File: config.mk
export PLATFORM = sky130hd
export DESIGN_NAME = round_robin_thread_scheduler_flat
export DESIGN_NICKNAME = d
export VERILOG_FILES = /design/src/hw/rtl/rrts_pkg.sv /design/src/hw/rtl/rrts_stream_if.sv /design/src/hw/rtl/rrts_ram.sv /design/src/hw/rtl/rrts_queue.sv /design/src/hw/rtl/round_robin_thread_scheduler.sv /design/src/flat_wrapper.sv
export VERILOG_INCLUDE_DIRS = /design/src /design/src/hw/rtl
export SDC_FILE = /design/constraint.sdc
export NUM_CORES = 1
export LEC_CHECK = 0
export BUFFER_PORTS_ARGS = -buffer_cell sky130_fd_sc_hd__buf_4
export CORE_MARGIN = 5
export CORE_UTILIZATION = 30
export CTS_BUF_LIST = sky130_fd_sc_hd__clkbuf_8
export DETAILED_ROUTE_END_ITERATION = 8
export PLACE_DENSITY = 0.52
export SYNTH_ARGS = -nofsm -noshare
export SYNTH_HDL_FRONTEND = slang
export SYNTH_HIERARCHICAL = 1
export SYNTH_SLANG_ARGS = --single-unit
File: constraint.sdc
create_clock -name clk -period 5.2 [get_ports clk]
set_clock_uncertainty 0.05 [all_clocks]
set_input_delay 1.04 -clock clk [delete_from_list [all_inputs] [get_ports clk]]
set_output_delay 1.04 -clock clk [all_outputs]
set_load 0.01 [all_outputs]
File: src/hw/rtl/round_robin_thread_scheduler_defines.svh
// Assertion macros for the round-robin thread scheduler.
`ifndef ROUND_ROBIN_THREAD_SCHEDULER_DEFINES_SVH
`define ROUND_ROBIN_THREAD_SCHEDULER_DEFINES_SVH

`ifndef NO_ASSERTIONS

// Checked outside reset only.
`define RRTS_ASSERT(label, clock, reset_n, prop, msg) \
    label: assert property (@(posedge clock) disable iff (!reset_n) prop) else $error(msg);

// Checked at every edge, reset included.
`define RRTS_ASSERT_ALWAYS(label, clock, prop, msg) \
    label: assert property (@(posedge clock) prop) else $error(msg);

`else

`define RRTS_ASSERT(label, clock, reset_n, prop, msg)

`define RRTS_ASSERT_ALWAYS(label, clock, prop, msg)

`endif

`endif

File: src/hw/rtl/rrts_pkg.sv
// Shared types and constants of the round-robin thread scheduler.
package rrts_pkg;

    localparam int TID_W = 6;
    localparam int CPU_W = 2;
    localparam int OP_W  = 2;
    localparam int ST_W  = 2;

    typedef logic [TID_W-1:0] tid_t;

    // Request operation codes.
    localparam logic [OP_W-1:0] OP_ADD      = 2'd0;
    localparam logic [OP_W-1:0] OP_SCHEDULE = 2'd1;
    localparam logic [OP_W-1:0] OP_FINISH   = 2'd2;

    // Reported new state of the previous thread.
    localparam logic [ST_W-1:0] ST_FREE  = 2'd0;
    localparam logic [ST_W-1:0] ST_READY = 2'd1;
    localparam logic [ST_W-1:0] ST_SLEEP = 2'd2;
    localparam logic [ST_W-1:0] ST_NONE  = 2'd3;

    typedef struct packed {
        logic [OP_W-1:0]  op;
        logic [CPU_W-1:0] cpu;
        tid_t             thread_id;
        logic             current_dying;
        logic             current_sleeps;
    } in_item_t;

    typedef struct packed {
        logic [CPU_W-1:0] cpu_out;
        tid_t             running_thread;
        logic             ran_idle;
        tid_t             previous_thread;
        logic [ST_W-1:0]  previous_new_state;
        logic             bad_request;
        logic             queue_empty;
    } out_item_t;

    // Operation request to the ready queue.
    typedef struct packed {
        logic enq;
        tid_t enq_id;
        logic deq;
    } q_req_t;

    // Answer of the ready queue for the same cycle.
    typedef struct packed {
        tid_t deq_id;
        logic deq_empty;
        logic empty_after;
    } q_rsp_t;

endpackage

File: src/hw/rtl/rrts_stream_if.sv
// Valid/ready stream channel carrying one payload item per transfer.
interface rrts_stream_if #(
    parameter type payload_t = logic
);
    logic     valid;
    logic     ready;
    payload_t data;

    modport source (output valid, output data, input ready);
    modport sink (input valid, input data, output ready);
endinterface

File: src/hw/rtl/rrts_ram.sv
// Generic single-write, single-read RAM with registered read data.
module rrts_ram #(
    parameter int WIDTH = 8,
    parameter int DEPTH = 64
) (
    input  logic                                   clk,
    input  logic                                   we,
    input  logic [(DEPTH > 1 ? $clog2(DEPTH) : 1)-1:0] waddr,
    input  logic [WIDTH-1:0]                       wdata,
    input  logic [(DEPTH > 1 ? $clog2(DEPTH) : 1)-1:0] raddr,
    output logic [WIDTH-1:0]                       rdata
);
    logic [WIDTH-1:0] mem [DEPTH];

    always_ff @(posedge clk)
    begin
        if (we)
        begin
            mem[waddr] <= wdata;
        end
        rdata <= mem[raddr];
    end
endmodule

File: src/hw/rtl/rrts_queue.sv
// Linked-list FIFO ready queue: head, tail, occupancy and next-link RAM.
module rrts_queue #(
    parameter int MAX_THREADS = 64
) (
    input  logic           clk,
    input  logic           rst_n,
    input  rrts_pkg::q_req_t req,
    output rrts_pkg::q_rsp_t rsp
);
    import rrts_pkg::*;

    localparam int LINK_DEPTH = (MAX_THREADS < (1 << TID_W)) ? MAX_THREADS : (1 << TID_W);
    localparam int LAW        = $clog2(LINK_DEPTH);

    tid_t            head_reg;
    tid_t            head_next;
    tid_t            tail_reg;
    tid_t            tail_next;
    logic            nonempty_reg;
    logic            nonempty_next;
    logic            fwd_hit_reg;
    tid_t            fwd_data_reg;
    tid_t            ram_rdata;
    tid_t            head_link;
    tid_t            link_val;
    logic            we;
    logic [LAW-1:0]  waddr;
    logic [LAW-1:0]  raddr;
    tid_t            mid_head;
    tid_t            mid_tail;
    logic            mid_nonempty;

    // The RAM is read every cycle at the head of the next cycle, so
    // head_link always holds the link of the current head. A write to the
    // same entry in that cycle is forwarded around the RAM.
    assign head_link = fwd_hit_reg ? fwd_data_reg : ram_rdata;
    assign waddr     = tail_reg[LAW-1:0];
    assign raddr     = head_next[LAW-1:0];

    always_comb
    begin
        we           = 1'b0;
        mid_head     = head_reg;
        mid_tail     = tail_reg;
        mid_nonempty = nonempty_reg;
        if (req.enq)
        begin
            if (!nonempty_reg)
            begin
                mid_head = req.enq_id;
                mid_tail = req.enq_id;
            end
            else
            begin
                we       = 1'b1;
                mid_tail = req.enq_id;
            end
            mid_nonempty = 1'b1;
        end

        // A link written in this same cycle is the one a dequeue must follow.
        link_val = (we && (tail_reg == mid_head)) ? req.enq_id : head_link;

        head_next     = mid_head;
        tail_next     = mid_tail;
        nonempty_next = mid_nonempty;
        rsp.deq_id    = '0;
        rsp.deq_empty = 1'b0;
        if (req.deq)
        begin
            if (!mid_nonempty)
            begin
                rsp.deq_empty = 1'b1;
            end
            else
            begin
                rsp.deq_id = mid_head;
                // The list ends at the tail; a head equal to the tail is its last entry.
                if (mid_tail == mid_head)
                begin
                    nonempty_next = 1'b0;
                end
                else
                begin
                    head_next = link_val;
                end
            end
        end
        rsp.empty_after = !nonempty_next;
    end

    always_ff @(posedge clk or negedge rst_n)
    begin
        if (!rst_n)
        begin
            head_reg     <= '0;
            tail_reg     <= '0;
            nonempty_reg <= 1'b0;
            fwd_hit_reg  <= 1'b0;
        end
        else
        begin
            head_reg     <= head_next;
            tail_reg     <= tail_next;
            nonempty_reg <= nonempty_next;
            fwd_hit_reg  <= we && (waddr == raddr);
        end
    end

    always_ff @(posedge clk)
    begin
        fwd_data_reg <= req.enq_id;
    end

    rrts_ram #(
        .WIDTH (TID_W),
        .DEPTH (LINK_DEPTH)
    ) u_link_ram (
        .clk   (clk),
        .we    (we),
        .waddr (waddr),
        .wdata (req.enq_id),
        .raddr (raddr),
        .rdata (ram_rdata)
    );
endmodule

File: src/hw/rtl/round_robin_thread_scheduler.sv
// Top level of the round-robin thread scheduler.
//
// Usage: requests arrive on the req channel and each one produces exactly
// one result transfer on the res channel, in request order. Both channels
// use valid/ready; a transfer happens at a rising edge with both high.
// A request appends a thread to the ready queue, schedules a CPU (disposing
// of its current thread, then taking the queue head or the idle thread),
// marks a CPU finished so it runs the idle thread, or is rejected as bad.
//
// A request is captured in the input register at its transfer. When the
// result register is free or being emptied, its result is registered there
// as the queue and the per-CPU running table are updated, and is offered
// from then on. Throughput is one request per cycle while the receiver
// takes results; the loop that bounds it is the queue head update, whose
// next link comes from a registered RAM read always aimed at the following
// head, with forwarding of a link written in the same cycle.
//
// Reset empties the queue and sets every CPU to the idle thread; no clearing
// pass is needed. When the receiver stalls, the result stays in place, one
// more request can wait in the input register, and req.ready then drops.
module round_robin_thread_scheduler #(
    parameter int MAX_THREADS = 64,
    parameter int MAX_CPUS    = 4
) (
    input logic  clk,
    input logic  rst_n,
    rrts_stream_if.sink   req,
    rrts_stream_if.source res
);
    import rrts_pkg::*;

`include "round_robin_thread_scheduler_defines.svh"

    // Only CPUs that the request field can name get a running entry.
    localparam int CPU_DEPTH = (MAX_CPUS < (1 << CPU_W)) ? MAX_CPUS : (1 << CPU_W);
    localparam int CIW       = (CPU_DEPTH > 1) ? $clog2(CPU_DEPTH) : 1;

    logic       s1_valid_reg;
    logic       s1_valid_next;
    in_item_t   s1_item_reg;
    logic       res_valid_reg;
    logic       res_valid_next;
    out_item_t  res_reg;
    out_item_t  res_item;
    tid_t       running_reg [CPU_DEPTH];

    logic       advance;
    logic       process;
    logic       in_fire;
    logic [CIW-1:0] cidx;
    tid_t       cur;
    logic       cpu_bad;
    logic       tid_bad;
    logic       run_we;
    tid_t       run_val;
    q_req_t     q_req;
    q_rsp_t     q_rsp;

    // The input register moves on whenever the result register is free or
    // is being emptied in this cycle.
    assign advance   = !res_valid_reg || res.ready;
    assign process   = s1_valid_reg && advance;
    assign req.ready = !s1_valid_reg || advance;
    assign in_fire   = req.valid && req.ready;

    assign res.valid = res_valid_reg;
    assign res.data  = res_reg;

    assign s1_valid_next  = in_fire || (s1_valid_reg && !advance);
    assign res_valid_next = process || (res_valid_reg && !res.ready);

    assign cidx    = s1_item_reg.cpu[CIW-1:0];
    assign cur     = running_reg[cidx];
    assign cpu_bad = (7'(s1_item_reg.cpu) >= 7'(MAX_CPUS));
    assign tid_bad = (s1_item_reg.thread_id == '0)
                     || (11'(s1_item_reg.thread_id) >= 11'(MAX_THREADS));

    // Result and state updates of the item held in the input register.
    // Queue requests are gated by process so the queue only moves when the
    // result is actually captured.
    always_comb
    begin
        q_req                       = '0;
        res_item                    = '0;
        res_item.previous_new_state = ST_NONE;
        run_we                      = 1'b0;
        run_val                     = '0;
        case (s1_item_reg.op) inside
            OP_ADD:
            begin
                if (tid_bad)
                begin
                    res_item.bad_request = 1'b1;
                end
                else
                begin
                    q_req.enq    = process;
                    q_req.enq_id = s1_item_reg.thread_id;
                end
            end
            OP_SCHEDULE, OP_FINISH:
            begin
                res_item.cpu_out = s1_item_reg.cpu;
                if (cpu_bad)
                begin
                    res_item.bad_request = 1'b1;
                end
                else
                begin
                    res_item.previous_thread = cur;
                    run_we                   = 1'b1;
                    if (s1_item_reg.op == OP_SCHEDULE)
                    begin
                        // Dying wins over sleeping; only a runnable,
                        // non-idle thread goes back to the tail.
                        if (s1_item_reg.current_dying)
                        begin
                            res_item.previous_new_state = ST_FREE;
                        end
                        else if (s1_item_reg.current_sleeps)
                        begin
                            res_item.previous_new_state = ST_SLEEP;
                        end
                        else
                        begin
                            res_item.previous_new_state = ST_READY;
                            q_req.enq    = process && (cur != '0);
                            q_req.enq_id = cur;
                        end
                        q_req.deq         = process;
                        run_val           = q_rsp.deq_id;
                        res_item.ran_idle = q_rsp.deq_empty;
                    end
                    res_item.running_thread = run_val;
                end
            end
            default:
            begin
                res_item.bad_request = 1'b1;
            end
        endcase
        res_item.queue_empty = q_rsp.empty_after;
    end

    always_ff @(posedge clk or negedge rst_n)
    begin
        if (!rst_n)
        begin
            s1_valid_reg  <= 1'b0;
            res_valid_reg <= 1'b0;
            for (int i = 0; i < CPU_DEPTH; i++)
            begin
                running_reg[i] <= '0;
            end
        end
        else
        begin
            s1_valid_reg  <= s1_valid_next;
            res_valid_reg <= res_valid_next;
            if (process && run_we)
            begin
                running_reg[cidx] <= run_val;
            end
        end
    end

    always_ff @(posedge clk)
    begin
        if (in_fire)
        begin
            s1_item_reg <= req.data;
        end
        if (process)
        begin
            res_reg <= res_item;
        end
    end

    rrts_queue #(
        .MAX_THREADS (MAX_THREADS)
    ) u_queue (
        .clk   (clk),
        .rst_n (rst_n),
        .req   (q_req),
        .rsp   (q_rsp)
    );

    // Picking the idle thread means the queue was empty and stays empty.
    `RRTS_ASSERT(a_idle_means_empty, clk, rst_n,
        res_valid_reg && res_reg.ran_idle |-> (res_reg.running_thread == '0)
        && res_reg.queue_empty, "idle pick with non-idle thread or queue")

    // A successful dequeue never hands out the idle thread.
    `RRTS_ASSERT(a_deq_not_idle, clk, rst_n,
        q_req.deq && !q_rsp.deq_empty |-> (q_rsp.deq_id != '0),
        "idle thread dequeued from ready queue")

    // With the result register free the block must take a request.
    `RRTS_ASSERT_ALWAYS(a_ready_when_free, clk,
        !res_valid_reg |-> req.ready, "request blocked with free result slot")
endmodule

File: src/flat_wrapper.sv
// flat-port wrapper written by rule: the top's interface ports become plain ports
module round_robin_thread_scheduler_flat import rrts_pkg::*;
#(
    parameter int MAX_THREADS = 64,
    parameter int MAX_CPUS    = 4
)
  (clk, rst_n, req_valid, req_data, req_ready, res_valid, res_data, res_ready);
  rrts_stream_if #(.payload_t(in_item_t)) req_i ();
  rrts_stream_if #(.payload_t(out_item_t)) res_i ();
  input logic clk;
  input logic rst_n;
  input wire logic [$bits(req_i.valid)-1:0] req_valid;
  input wire logic [$bits(req_i.data)-1:0] req_data;
  output wire logic [$bits(req_i.ready)-1:0] req_ready;
  output wire logic [$bits(res_i.valid)-1:0] res_valid;
  output wire logic [$bits(res_i.data)-1:0] res_data;
  input wire logic [$bits(res_i.ready)-1:0] res_ready;
  assign req_i.valid = req_valid;
  assign req_i.data = req_data;
  assign req_ready = req_i.ready;
  assign res_valid = res_i.valid;
  assign res_data = res_i.data;
  assign res_i.ready = res_ready;
  round_robin_thread_scheduler #(.MAX_THREADS(MAX_THREADS), .MAX_CPUS(MAX_CPUS)) u_core (.clk(clk), .rst_n(rst_n), .req(req_i), .res(res_i));
endmodule
* Word-level counts from Yosys, hierarchy flattened
Memory sizes are Yosys's and may differ from the RTL's. A register that Yosys moved wholly into a read port is not among the register bits.
Index checks and enable logic that the tools add are counted.
** Word-level totals
- Register bits after elaboration :: 77
- Bits in writable memories :: 384
- Bits of input ports :: 16
- Output and inout bits :: 21
- Word-level logic and storage cells :: 103
- Memories kept :: 1
** Memories
- u_core.u_queue.u_link_ram.mem :: depth 64, width 6, rd ports 1, clocked after Yosys merged registers in 1, wr ports 1, RTL line rrts_ram.sv:13 : logic [WIDTH-1:0] mem [DEPTH];
** Operators by class
- Order comparisons :: 2
- Equal/unequal tests :: 5
- Muxes and demuxes :: 43
- Bitwise operators :: 4
- Reduce and logical (&&, ||, !) cells :: 25
** Operator list (count)
- $mux W6 :: 15
- $mux W7 :: 6
- $bwmux W24 :: 1
- $eq A6 B6 Y1 :: 3
- $mux W1 :: 16
- $bmux W6 S2 :: 1
- $demux W6 S2 :: 1
- $logic_and A1 B1 Y1 :: 9
- $mux W8 :: 1
- $logic_not A6 Y1 :: 1
- $reduce_bool A6 Y1 :: 1
- $logic_not A1 Y1 :: 5
- $logic_or A1 B1 Y1 :: 4
- $mux W2 :: 2
- $reduce_or A2 Y1 :: 2
- $reduce_or A4 Y1 :: 1
- $ge A3 B3 Y1 const B :: 1
- $lt A3 B1 Y1 const B :: 1
- $not A1 Y1 :: 3
- $not A2 Y3 :: 1
- $reduce_or A3 Y1 :: 1
- $eq A2 B1 Y1 const B :: 1
- $eq A2 B2 Y1 const B :: 1
- $logic_not A2 Y1 :: 1

* Logic depth before layout (Yosys ltp)
Gate-level depths: netlist of run 1.
- Depth in word-level cells :: 21
- Mapped depth :: 20
- Depth with buffers taken out :: 16

* Cells and area by module
Netlist of run 1, hierarchy kept.
** By module, submodules not included
- rrts_ram :: times used 1, cells an instance 720, area an instance 15225.9 sq um, seq. area each 11651.2 sq um
- round_robin_thread_scheduler :: times used 1, cells an instance 150, area an instance 2413.6 sq um, seq. area each 1581.5 sq um
- rrts_queue :: times used 1, cells an instance 155, area an instance 1371.3 sq um, seq. area each 470.5 sq um

* Worst setup path after synthesis of run 1
OpenSTA, ideal clock, no wires.
- Kind :: register to register
- Start :: register u_core/s1_item_reg[11] in the netlist's numbering
- End :: register u_core.u_queue.u_link_ram.rdata[0] (read register of u_core.u_queue.u_link_ram.mem)
- Setup time :: 117 ps
- Data arrival time :: 5107 ps
- Data required time :: 5033 ps
- Slack :: -75 ps
- Cell stages (with the launch flop) :: 21
- Path buffers :: 5
- Period minus slack after synthesis :: 5275 ps
- Cell sequence :: edfxtp_1 > inv_1 > ha_1 > clkbuf_1 > nand2_1 > nor4_1 > a22o_1 > xor2_1 > nand4bb_1 > o2111a_2 > o21ai_2 > buf_6 > o221ai_1 > inv_1 > buf_6 > buf_6 > buf_4 > mux4_2 > o22ai_1 > o21ai_1 > a32o_1
** RTL lines
- from (decl) :: RTL line round_robin_thread_scheduler.sv:40 : in_item_t s1_item_reg;
- from (signal assigned) :: RTL line round_robin_thread_scheduler.sv:171 : s1_item_reg <= req.data;
- to (decl) :: RTL line rrts_ram.sv:11 : output logic [WIDTH-1:0] rdata

==> implementation parameters, run 1 <==
Parameter                              Value

Status
  Run status ... complete, no violations

Finish
  Combined area of the multi-input logic cells ... 4940 um2
  Post-synthesis to final-layout area growth ... 15.5%
  Max reg flops ... 384
  NumNets Final ... around 1200
  Fraction of final layout cells with drive strength greater than 1 ... between 20% and 30%
  Area taken by flip-flops and latches ... 13700 um2
  Number of filler instances in the final layout ... approximately 5900

Route
  Final routed wirelength across all metal layers ... 44200 um
  First-iteration detailed-routing DRC count ... slightly below 700
  Detailed-route via count ... 9919
  Drt wl/cell ... 21.6 um
  Count of antenna-violating nets left after detailed routing ... 0
  Pre-antenna DRT Iters ... 5
  Drt drc ... 0
  Number of vias per cell ... 4.85

Setup path
  Gate family responsible for the most delay along the worst path ... compound AO/OA/AOI/OAI gates
  Number of buffer and inverter instances along the worst setup path ... 5
  Slowest stage cell, crit path ... sky130_fd_sc_hd__mux4_2
  Largest stage delay, worst path ... 0.54 ns
  Critical Path Sink Type ... register
  Data arrival, critical path ... 5.33 ns
  CP Launch Type ... register
  RR Endpoint ... u_core/u_queue/u_link_ram/rdata[0]$_DFF_P_
  Crit-path cells ... buf_4, mux4_2, or4_1, o31ai_1, a21oi_1, buf_4, a211o_2, nand2_1, o221ai_1, inv_6, buf_12, buf_4, mux4_2, a22oi_1, nand3_1, a32o_1
  Origin of the critical flop-to-flop path ... u_core/cidx[0]$_DFFE_PP_
  Worst-path maximum fanout ... 27
  Worst endpoint required time ... 5.70 ns
  Slack of the worst reg-to-reg path ... 0.37 ns
  Most Frequent Cell on Critical Path ... sky130_fd_sc_hd__buf_4
  Cell count of the worst reg-to-reg path ... 16
  Classification of the worst setup path ... register to register

STA
  Worst Hold Margin ... 0.327 ns
  Slew Viols, Final ... 0
  Final critical path time including I/O delays and setup ... between 4 and 5 ns
  Final Hold Fails ... 0
  Remaining max-slew budget at the tightest pin ... 24.4%
  Post-route worst setup slack ... 0.371 ns
  Setup violators final ... 0
  Unrepaired setup endpoints after global routing ... false
  Post-route fraction of the period consumed by the critical path ... slightly above 90%
  Fmax ... 207 MHz
  Total Negative Setup Slacks ... 0 ns
  Slew of the pin with the lowest slew margin ... 1.12 ns

Power and ir drop
  Sequential Power Share ... 42.1%
  Psw ... 3070 uW
  Leak Pwr ... 0.00740 uW
  Switching fraction of total power ... 30.2%
  Share of total power in the clock network ... 30.3%
  Internal power summed over all cells ... 7080 uW
  Logic gate share of total power ... 27.6%
  Pwr Density ... 462 nW/um2
  Peak VDD IR ... 195 uV

Placement
  RePlAce Congestion ... 0.795
  Count of buffers inserted at the top-level ports ... 36
  Setup slack at placement ... 0.173 ns
  DP HPWL ... around 27000 um

Clocking
  Latest clock arrival within the worst-skew pair ... roughly 0.65 ns
  Clock edge transition at the registers on the reported setup and hold paths ... 0.06 ns
  Count of H-tree levels built during CTS ... 3
  CTS buffer count ... a little under 80
  Root Driver ... sky130_fd_sc_hd__clkbuf_8
  CTS Hold Buffers Added ... 0
  Setup Buffers After CTS ... 0
  Post-CTS sizing ... 0
  Sinks on the clock net ... 467
  Buffer levels on the longest clock path ... 3
  Clock tree from TritonCTS ... done

Floorplanning
  Cell Rows ... 92
  Core Area ... 63000 um2
  Die width ... 262 um
  Area of the die ... a little under 70000 um2
  Chip Height ... 262 um
  I/O pin cnt ... 37
  Initial core utilization ... 30.2%

Yosys
  Top cells by area, synth ... sky130_fd_sc_hd__edfxtp_1, sky130_fd_sc_hd__mux4_2, sky130_fd_sc_hd__dfrtp_1, sky130_fd_sc_hd__mux2_2, sky130_fd_sc_hd__nor2_1
  Top cell type's share of synthesized area ... around 66%
  Synthesized cell area ... 19000 um2
  Ys async rst share ... under 10%
  Synth Register Bits ... 467
  Synthesized net count ... 1043
  Number of enable flip-flop cells after synthesis ... 415
  Synthesized instance count ... 1025
  Commonest cells post-synth ... sky130_fd_sc_hd__edfxtp_1, sky130_fd_sc_hd__mux4_2, sky130_fd_sc_hd__nor2_1, sky130_fd_sc_hd__dfrtp_1, sky130_fd_sc_hd__mux2_2
  Cell type with the largest total area after synthesis ... sky130_fd_sc_hd__edfxtp_1
  Cell with the most instances after synthesis ... sky130_fd_sc_hd__edfxtp_1
  Count of warnings emitted by yosys ... 6
  Synth unique cells ... 71
  Seq/Total Area, Yosys ... 72.1%
  Top_reg_cell synth ... sky130_fd_sc_hd__edfxtp_1
  Syn_area_per_cell ... 18.5 um2

GRT
  Antenna violations before repair ... 1
  First-pass GRT wire length ... 66600 um
  Vias in the first global route ... between 10000 and 15000
  Maximum number of pins on one net before global-route repair ... 70
  Overall fraction of global-route tracks in use ... approximately an eighth
  Grt ovf ... 0

Job
  Max-cap violations ... 0

Hold path
  Path type of the worst min-delay path ... input port to async pin
routing by layer:
metal / part of all wire [%] / up-vias / global-route usage, %
met3: 5.1 / 98 / 2.79
li1: - / 4395 / -
met4: 3.2 / 0 / 5.11
met5: 0 / - / 0
met1: 44 / 5144 / 17.5
met2: 47 / 282 / 20.5
how the worst max path moves through the flow:
stage | from | to | cells after the start
floorplan | u_core/s1_item_reg[11]$_DFFE_PP_ | u_core/u_queue/u_link_ram/rdata[0]$_DFF_P_ | 20
global placement | u_core/cidx[0]$_DFFE_PP_ | u_core/u_queue/u_link_ram/rdata[0]$_DFF_P_ | 15
detailed placement | u_core/cidx[0]$_DFFE_PP_ | u_core/u_queue/u_link_ram/rdata[0]$_DFF_P_ | 15
CTS | u_core/cidx[0]$_DFFE_PP_ | u_core/u_queue/u_link_ram/rdata[0]$_DFF_P_ | 15
global route | u_core/s1_item_reg[10]$_DFFE_PP_ | u_core/u_queue/u_link_ram/rdata[0]$_DFF_P_ | 16
finish | u_core/cidx[0]$_DFFE_PP_ | u_core/u_queue/u_link_ram/rdata[0]$_DFF_P_ | 16
worst register-to-register path, delay by kind of cell, from the launching register on:
family / cells / cell delay, ns
AO/OA/AOI/OAI: 6 / 1.47
buffers and inverters: 5 / 1.01
flip-flops: 1 / 0.33
multiplexers: 2 / 1.05
AND/OR/NAND/NOR: 3 / 0.83
cell families after synthesis:
kind of cell    synth area share [%]
mux                             15.1
flops                           72.1
compound gates                  4.28
buf+inv                         2.09
xor+xnor                       0.638
fa+ha+maj                      0.132
simple gates                    5.70
placed cells by master (no fill, tap or decap), types with 3 or more instances in the layout:
master and instances:
sky130_fd_sc_hd__edfxtp_1 415, sky130_fd_sc_hd__dfrtp_1 40, sky130_fd_sc_hd__a32o_1 3, sky130_fd_sc_hd__dfxtp_1 12, sky130_fd_sc_hd__xnor2_1 5, sky130_fd_sc_hd__nand2b_1 8
sky130_fd_sc_hd__clkbuf_8 88, sky130_fd_sc_hd__clkinv_1 21, sky130_fd_sc_hd__or3_1 3, sky130_fd_sc_hd__and2_1 22, sky130_fd_sc_hd__o221ai_1 12, sky130_fd_sc_hd__a22oi_1 4
sky130_fd_sc_hd__inv_6 3, sky130_fd_sc_hd__nor2b_1 9, sky130_fd_sc_hd__nand4_1 3, sky130_fd_sc_hd__mux2i_1 22, sky130_fd_sc_hd__o21ai_0 19, sky130_fd_sc_hd__a31oi_1 3
sky130_fd_sc_hd__xor2_1 7, sky130_fd_sc_hd__mux2_2 34, sky130_fd_sc_hd__inv_1 38, sky130_fd_sc_hd__and3_1 8, sky130_fd_sc_hd__buf_4 76, sky130_fd_sc_hd__nand3_1 16
sky130_fd_sc_hd__nand3b_1 6, sky130_fd_sc_hd__a21oi_1 7, sky130_fd_sc_hd__o21ai_1 6, sky130_fd_sc_hd__clkinv_2 7, sky130_fd_sc_hd__mux4_2 90, sky130_fd_sc_hd__buf_12 6
sky130_fd_sc_hd__a22o_2 5, sky130_fd_sc_hd__a211oi_1 8, sky130_fd_sc_hd__nand2_1 29, sky130_fd_sc_hd__nor2_1 76, sky130_fd_sc_hd__o22a_1 7, sky130_fd_sc_hd__nor3_1 7
sky130_fd_sc_hd__mux4_1 9, sky130_fd_sc_hd__a221oi_1 3, sky130_fd_sc_hd__o22ai_1 15
power groups by stage:
stage               logic (uW)  registers (uW)  clock network, uW
finish                    2800            4280               3080
global route              3000            4280               3360
CTS                       2840            4280               3200
detailed placement        2830            4350                  0
global placement          2840            4360                  0
floorplan                 1990            4290                  0
through the flow:
step           cell area [um2]  util, %  power, uW  std cells
3_5_place_dp             20400     32.5       7180       1898
5_1_grt                  22000     34.9      10600       2046
4_1_cts                  21900     34.8      10300       2043
2_1_floorplan            19000        -       6280       1025
6_report                 22000     34.9      10200       2046
3_3_place_gp             20400     32.5       7190       1898
area by class of cell:
type	count	area share (%)
Sequential cell	467	62.4
Inverter	16	0.296
Tap cell	846	4.82
Clock buffer	88	5.52
Multi-Input combinational cell	489	22.5
Timing Repair Buffer	82	3.15
Antenna cell	1	0.0114
Clock inverter	57	1.29
(Power assumes the default switching activity.)
==> run 2, diff against run 1 <==
--- a/config.mk
+++ b/config.mk
@@ -11,7 +11,7 @@
 export CORE_UTILIZATION = 30
 export CTS_BUF_LIST = sky130_fd_sc_hd__clkbuf_8
 export DETAILED_ROUTE_END_ITERATION = 8
-export PLACE_DENSITY = 0.52
+export PLACE_DENSITY = 0.55
 export SYNTH_ARGS = -nofsm -noshare
 export SYNTH_HDL_FRONTEND = slang
 export SYNTH_HIERARCHICAL = 1
==> run 2 against run 1 <==
Net effect:
- design area fell by 0.79%
- sequential cell count stayed put
- sequential share of layout area is 0.49 points higher
- critical path type unchanged
- largest power group unchanged
==> implementation parameters, run 2 (synthesized netlist as in run 1, its figures left out) <==
Parameter                              Value

Status
  Run status ... complete, no violations

Finish
  Most frequent standard cell in the layout excluding fill and tap cells ... sky130_fd_sc_hd__edfxtp_1
  Post-synthesis to final-layout area growth ... 14.6%
  Cell area after layout ... 21800 um2 (-0.79%)
  Commonest cells after routing, fill and taps aside ... sky130_fd_sc_hd__edfxtp_1, sky130_fd_sc_hd__mux4_2, sky130_fd_sc_hd__clkbuf_8
  NumNets Final ... 1138 (-1.3%)
  Max reg flops ... 384 (unchanged)
  Fraction of final layout cells with drive strength greater than 1 ... 27.0% (-0.87 points)
  ANT cells ... 0 (-1)
  Final cell utilization of the core ... 34.6% (-0.27 points)

Route
  Count of antenna-violating nets left after detailed routing ... 0 (unchanged)
  First-iteration detailed-routing DRC count ... 842 (+24%)
  Number of vias per cell ... 4.95 (+2.1%)
  Drt wl/cell ... 22.2 um (+2.6%)
  Pre-antenna DRT Iters ... 5 (unchanged)
  Drt drc ... 0 (unchanged)
  Detailed-route via count ... 9987 (+0.69%)
  Final routed wirelength across all metal layers ... 44700 um (+1.2%)

STA
  Slew Viols, Final ... 0 (unchanged)
  Final Hold Fails ... 0 (unchanged)
  Unrepaired setup endpoints after global routing ... false
  Fmax ... 201 MHz (-2.8%)
  Post-route fraction of the period consumed by the critical path ... 95.5% (+2.6 points)
  Final critical path time including I/O delays and setup ... 4.97 ns (+0.137 ns)
  Slew of the pin with the lowest slew margin ... 0.958 ns (-0.167 ns)
  Remaining max-slew budget at the tightest pin ... 35.6% (+11 points)
  Setup violators final ... 0 (unchanged)

Job
  Max-cap violations ... 0 (unchanged)

Power and ir drop
  Sequential Power Share ... 42.8% (+0.7 points)
  Internal power summed over all cells ... 6980 uW (-1.4%)
  Share of total power in the clock network ... 29.3% (-1.0 points)
  Leak Pwr ... 0.00729 uW (-1.4%)
  Pwr Density ... 461 nW/um2 (-0.35%)
  Peak VDD IR ... 269 uV (+38%)
  Psw ... 3050 uW (-0.58%)
  Switching fraction of total power ... 30.4% (+0.17 points)
  Logic gate share of total power ... 27.9% (+0.3 points)

Floorplanning
  Die width ... 262 um (unchanged)
  Initial core utilization ... 30.2% (unchanged)
  I/O pin cnt ... 37 (unchanged)
  Area of the die ... 68500 um2 (unchanged)
  Chip Height ... 262 um (unchanged)
  Cell Rows ... 92 (unchanged)
  Core Area ... 63000 um2 (unchanged)

Setup path
  Origin of the critical flop-to-flop path ... u_core/cidx[0]$_DFFE_PP_
  Worst-path maximum fanout ... 49 (+81%)
  Critical Path Sink Type ... register
  Cell count of the worst reg-to-reg path ... 16 (unchanged)
  Slack of the worst reg-to-reg path ... 0.23 ns (-0.14 ns)
  Largest stage delay, worst path ... 0.58 ns (+0.04 ns)
  Slowest stage cell, crit path ... sky130_fd_sc_hd__mux4_2
  Most Frequent Cell on Critical Path ... sky130_fd_sc_hd__buf_4
  Crit-path cells ... mux4_2, or4_1, o31ai_1, a21oi_1, buf_4, buf_4, a41oi_2, buf_4, nand2_1, o221ai_4, buf_12, mux4_2, o22a_1, o221ai_1, nor3_2, o22a_1
  Worst endpoint required time ... 5.73 ns (+0.03 ns)
  Data arrival, critical path ... 5.50 ns (+0.17 ns)
  CP Launch Type ... register
  RR Endpoint ... u_core/u_queue/u_link_ram/rdata[4]$_DFF_P_
  Classification of the worst setup path ... register to register

Placement
  Area after DPL ... 20400 um2 (-0.27%)
  RePlAce Congestion ... 0.839 (+5.5%)
  Count of buffers inserted at the top-level ports ... 36 (unchanged)
  DP HPWL ... 27500 um (+0.36%)

Clocking
  Clock edge transition at the registers on the reported setup and hold paths ... 0.06 ns (about the same)
  Count of H-tree levels built during CTS ... 3 (unchanged)
  Root Driver ... sky130_fd_sc_hd__clkbuf_8
  CTS Hold Buffers Added ... 0 (unchanged)
  CTS buffer count ... 74 (-6.3%)
  Clock tree from TritonCTS ... done
  Latest clock arrival within the worst-skew pair ... 0.64 ns (about the same)
  Buffer levels on the longest clock path ... 3 (unchanged)
  Sinks on the clock net ... 467 (unchanged)

GRT
  Grt ovf ... 0 (unchanged)
  Vias in the first global route ... 10300 (-1.8%)
  Maximum number of pins on one net before global-route repair ... 70 (unchanged)
  Overall fraction of global-route tracks in use ... 13.1% (+0.12 points)
  First-pass GRT wire length ... 67200 um (+0.88%)
  Antenna violations before repair ... 0 (-1)

Hold path
  Path type of the worst min-delay path ... input port to async pin
## run 2: routing by layer
metal | GRT usage (%) | vias up | wire, um
met5 | 0 | - | 0
li1 | - | 4341 | -
met2 | 20.7 | 338 | 21000
met3 | 2.89 | 79 | 2810
met4 | 3.62 | 0 | 1020
met1 | 18.3 | 5229 | 19900
## run 2: per-stage QoR
| step | hold slack, ns | total power [uW] | setup TNS, ns | instances | setup slack (ns) |
|---|---|---|---|---|---|
| 6_report | 0.354 | 10000 | 0 | 2017 | 0.234 |
| 5_1_grt | 0.359 | 10500 | 0 | 2017 | 0.0356 |
| 4_1_cts | 0.309 | 10200 | 0 | 2016 | 0.0570 |
| 3_5_place_dp | 0.440 | 7180 | -0.0576 | 1889 | -0.0576 |
| 3_3_place_gp | 0.433 | 7170 | -0.0302 | 1889 | -0.0302 |
| 2_1_floorplan | 0.421 | 6280 | 0 | 1025 | 0.0245 |
## run 2: worst max-delay path: cells and delay by family (launching register included)
family | cells | cell delay [ns]
DFF | 1 | 0.56
muxes | 2 | 0.84
and+or+nand+nor | 3 | 1.04
AOI/OAI and AO/OA | 7 | 1.50
buffers and inverters | 4 | 0.89
## run 2: repair_timing
action / 4_1_cts / 5_1_grt
setup buffers: 0 / 1
endpoints found under the setup margin: 1 / 2
gates resized for setup: 1 / 1
## run 2: area by class of cell
class                      count  area (um2)
multi-input combinational    489        4950
clock inverter                45         249
fill                        5946       41200
sequential                   467       13700
inverter                      16        65.1
clock buffer                  82        1130
tap                          846        1060
timing repair buffer          72         628
## run 2: worst max path at each step
stage                                      from                                          to  slack, ns
2_1_floorplan  u_core/s1_item_reg[11]$_DFFE_PP_  u_core/u_queue/u_link_ram/rdata[0]$_DFF_P_       0.02
6_report               u_core/cidx[0]$_DFFE_PP_  u_core/u_queue/u_link_ram/rdata[4]$_DFF_P_       0.23
3_5_place_dp           u_core/cidx[0]$_DFFE_PP_  u_core/u_queue/u_link_ram/rdata[4]$_DFF_P_      -0.06
3_3_place_gp           u_core/cidx[0]$_DFFE_PP_  u_core/u_queue/u_link_ram/rdata[4]$_DFF_P_      -0.03
4_1_cts                u_core/cidx[0]$_DFFE_PP_  u_core/u_queue/u_link_ram/rdata[3]$_DFF_P_       0.06
5_1_grt                u_core/cidx[0]$_DFFE_PP_  u_core/u_queue/u_link_ram/rdata[4]$_DFF_P_       0.04
## run 2: power by group through the flow
| stage | sequential, uW | clock (uW) | combinational, uW |
|---|---|---|---|
| 5_1_grt | 4300 | 3220 | 2980 |
| 2_1_floorplan | 4290 | 0 | 1990 |
| 4_1_cts | 4300 | 3050 | 2820 |
| 3_5_place_dp | 4370 | 0 | 2810 |
| 6_report | 4300 | 2940 | 2800 |
| 3_3_place_gp | 4370 | 0 | 2800 |
==> run 3, diff against run 2 <==
--- a/config.mk
+++ b/config.mk
@@ -11,6 +11,7 @@
 export CORE_UTILIZATION = 30
 export CTS_BUF_LIST = sky130_fd_sc_hd__clkbuf_8
 export DETAILED_ROUTE_END_ITERATION = 8
+export GPL_TIMING_DRIVEN = 0
 export PLACE_DENSITY = 0.55
 export SYNTH_ARGS = -nofsm -noshare
 export SYNTH_HDL_FRONTEND = slang
==> run 3 against run 2 <==
Net effect:
- utilization increased by 0.87 points
- maximum frequency decreased by 2.7%
- non-clock buffer count increased by 32
- total power increased by 4.5%
- wire length increased by 19%
- sequential share of layout area decreased by 1.5 points
- hold slack got worse by 0.032 ns
- combinational power increased by 15%
- sequential power decreased by 1%
- sequential cell count unchanged
- via count increased by 7.6%
- largest power group unchanged
==> implementation parameters, run 3 (synthesized netlist as in run 1, its figures left out) <==
Parameter                              Value

Placement
  Setup slack at placement ... -2.00 ns (-1.95 ns)
  Count of buffers inserted at the top-level ports ... 36 (unchanged)
  Area after DPL ... 20400 um2 (about the same)
  RePlAce Congestion ... 0.820 (-2.2%)
  DP HPWL ... 29900 um (+8.7%)

STA
  Slew of the pin with the lowest slew margin ... 1.13 ns (+0.170 ns)
  Slew Viols, Final ... 0 (unchanged)
  Setup violators final ... 0 (unchanged)
  Post-route worst setup slack ... 0.0984 ns (-0.136 ns)
  Final Hold Fails ... 0 (unchanged)
  Final critical path time including I/O delays and setup ... 5.10 ns (+0.136 ns)
  Remaining max-slew budget at the tightest pin ... 24.2% (-11 points)
  Fmax ... 196 MHz (-2.7%)
  Post-route fraction of the period consumed by the critical path ... 98.1% (+2.6 points)
  Total Negative Setup Slacks ... 0 ns (unchanged)
  Unrepaired setup endpoints after global routing ... false

Power and ir drop
  Internal power summed over all cells ... 7090 uW (+1.6%)
  Switching fraction of total power ... 32.4% (+2.0 points)
  Logic gate share of total power ... 30.7% (+2.8 points)
  Pwr Density ... 470 nW/um2 (+2.0%)
  Sequential Power Share ... 40.4% (-2.4 points)
  Psw ... 3400 uW (+11%)
  Peak VDD IR ... 183 uV (-32%)
  Share of total power in the clock network ... 28.9% (-0.4 points)
  Leak Pwr ... 0.00754 uW (+3.5%)
  Post-layout total power ... 10500 uW (+4.5%)

Setup path
  Worst endpoint required time ... 5.68 ns (-0.05 ns)
  Slowest stage cell, crit path ... sky130_fd_sc_hd__mux4_2
  Crit-path cells ... buf_6, mux4_2, or4_1, o31ai_1, a21oi_2, buf_4, a211oi_1, or3_1, o211a_1, buf_2, clkbuf_2, clkbuf_4, mux2i_1, a211oi_1, a32o_1
  CP Launch Type ... register
  Cell count of the worst reg-to-reg path ... 15 (-1)
  Slack of the worst reg-to-reg path ... 0.1 ns (-0.14 ns)
  Most Frequent Cell on Critical Path ... sky130_fd_sc_hd__a211oi_1
  Classification of the worst setup path ... register to register
  Worst-path maximum fanout ... 10 (-80%)
  Data arrival, critical path ... 5.58 ns (+0.08 ns)
  Largest stage delay, worst path ... 0.67 ns (+0.09 ns)
  Startpoint of the worst setup timing path ... u_core/cidx[0]$_DFFE_PP_
  Critical Path Sink Type ... register
  RR Endpoint ... u_core/u_queue/u_link_ram/rdata[0]$_DFF_P_
  Origin of the critical flop-to-flop path ... u_core/cidx[0]$_DFFE_PP_

Route
  Number of vias per cell ... 5.18 (+4.6%)
  Drt wl/cell ... 25.5 um (+15%)
  Drt drc ... 0 (unchanged)
  Detailed-route via count ... 10700 (+7.6%)
  Count of antenna-violating nets left after detailed routing ... 0 (unchanged)
  Final routed wirelength across all metal layers ... 53000 um (+19%)
  Pre-antenna DRT Iters ... 5 (unchanged)
  First-iteration detailed-routing DRC count ... 1029 (+22%)

Clocking
  Clock edge transition at the registers on the reported setup and hold paths ... 0.07 ns (about the same)
  Sinks on the clock net ... 467 (unchanged)
  Latest clock arrival within the worst-skew pair ... 0.65 ns (about the same)
  Count of H-tree levels built during CTS ... 3 (unchanged)
  Clock tree from TritonCTS ... done
  CTS Hold Buffers Added ... 0 (unchanged)
  Buffer levels on the longest clock path ... 3 (unchanged)
  CTS buffer count ... 79 (+6.8%)
  Root Driver ... sky130_fd_sc_hd__clkbuf_8

Finish
  Cell area after layout ... 22300 um2 (+2.5%)
  Max reg flops ... 384 (unchanged)
  Fraction of final layout cells with drive strength greater than 1 ... 30.0% (+3.0 points)
  Number of filler instances in the final layout ... 5942 (-0.067%)
  Post-synthesis to final-layout area growth ... 17.5%
  Commonest cells after routing, fill and taps aside ... sky130_fd_sc_hd__edfxtp_1, sky130_fd_sc_hd__mux4_2, sky130_fd_sc_hd__clkbuf_8
  Most frequent standard cell in the layout excluding fill and tap cells ... sky130_fd_sc_hd__edfxtp_1
  NumNets Final ... 1185 (+4.1%)

GRT
  Antenna violations before repair ... 5 (+5)
  Vias in the first global route ... 10900 (+5.4%)
  Maximum number of pins on one net before global-route repair ... 43 (-39%)
  First-pass GRT wire length ... 76200 um (+13%)
  Grt ovf ... 0 (unchanged)
  Overall fraction of global-route tracks in use ... 15.4% (+2.4 points)

Floorplanning
  I/O pin cnt ... 37 (unchanged)
  Initial core utilization ... 30.2% (unchanged)
  Chip Height ... 262 um (unchanged)
  Cell Rows ... 92 (unchanged)
  Core Area ... 63000 um2 (unchanged)
  Die width ... 262 um (unchanged)
  Area of the die ... 68500 um2 (unchanged)

Hold path
  Path type of the worst min-delay path ... input port to async pin

Status
  Run status ... complete, no violations

Job
  Max-cap violations ... 0 (unchanged)
==> run 3: cell types whose count changed in the layout (fill, tap and decap cells not counted), moves of 7 or more <==
cell | previous run | this run
sky130_fd_sc_hd__buf_6 | 0 | 9
sky130_fd_sc_hd__buf_2 | 0 | 7
sky130_fd_sc_hd__buf_4 | 65 | 55
sky130_fd_sc_hd__clkbuf_1 | 0 | 13
==> run 3: power by group through the flow <==
stage	logic (uW)	registers (uW)	clock network, uW
floorplan	1990	4290	0
global placement	2970	4310	0
detailed placement	2990	4310	0
CTS	3100	4240	3120
global route	3350	4250	3320
finish	3230	4240	3030
==> run 3: worst max path at each step <==
stage | to | slack (ns) | depth (start not counted)
6_report | u_core/u_queue/u_link_ram/rdata[0]$_DFF_P_ | 0.1 | 15
5_1_grt | u_core/u_queue/u_link_ram/rdata[3]$_DFF_P_ | 0.008 | 18
4_1_cts | u_core/u_queue/u_link_ram/rdata[2]$_DFF_P_ | 0.003 | 21
3_5_place_dp | u_core/u_queue/u_link_ram/rdata[0]$_DFF_P_ | -2.00 | 17
3_3_place_gp | u_core/u_queue/u_link_ram/rdata[5]$_DFF_P_ | -2.78 | 17
2_1_floorplan | u_core/u_queue/u_link_ram/rdata[0]$_DFF_P_ | 0.02 | 20
==> run 3: repair_timing <==
item	CTS	global route
cloned	10	0
buffers inserted	10	4
resized for setup	40	29
pin swaps	6	1
endpoints found under the setup margin	6	6
==> run 3: routing by layer <==
| layer | up-vias | GRT usage (%) | part of all wire (%) |
|---|---|---|---|
| met5 | - | 0 | 0.025 |
| met1 | 5679 | 21.6 | 43 |
| met4 | 2 | 5.33 | 3.6 |
| met2 | 455 | 23.2 | 44 |
| li1 | 4488 | - | - |
| met3 | 125 | 4.46 | 8.7 |
==> run 3: area by class of cell <==
cell class                      count  area [um2]  area share, %
Clock buffer                       85        1170           5.24
Clock inverter                     57         282           1.26
Sequential cell                   467       13700           61.4
Timing Repair Buffer               52         423           1.89
Inverter                           16        60.1          0.269
Multi-Input combinational cell    499        5210           23.3
Tap cell                          846        1060           4.74
Antenna cell                        1        2.50         0.0112
Buffer                             52         418           1.87
==> run 3: through the flow <==
stage | util [%] | cells | hold slack, ns
floorplan | - | 1025 | 0.421
global placement | 32.3 | 1907 | 0.431
finish | 35.5 | 2075 | 0.322
CTS | 35.2 | 2070 | 0.302
detailed placement | 32.4 | 1909 | 0.438
global route | 35.5 | 2074 | 0.329
==> run 3: worst max-delay path: cells and delay by family, from the launching register on <==
| kind | cells | cell delay, ns |
|---|---|---|
| buffers and inverters | 5 | 1.50 |
| and+or+nand+nor | 2 | 0.66 |
| DFF | 1 | 0.36 |
| AOI/OAI and AO/OA | 6 | 1.35 |
| muxes | 2 | 1.08 |
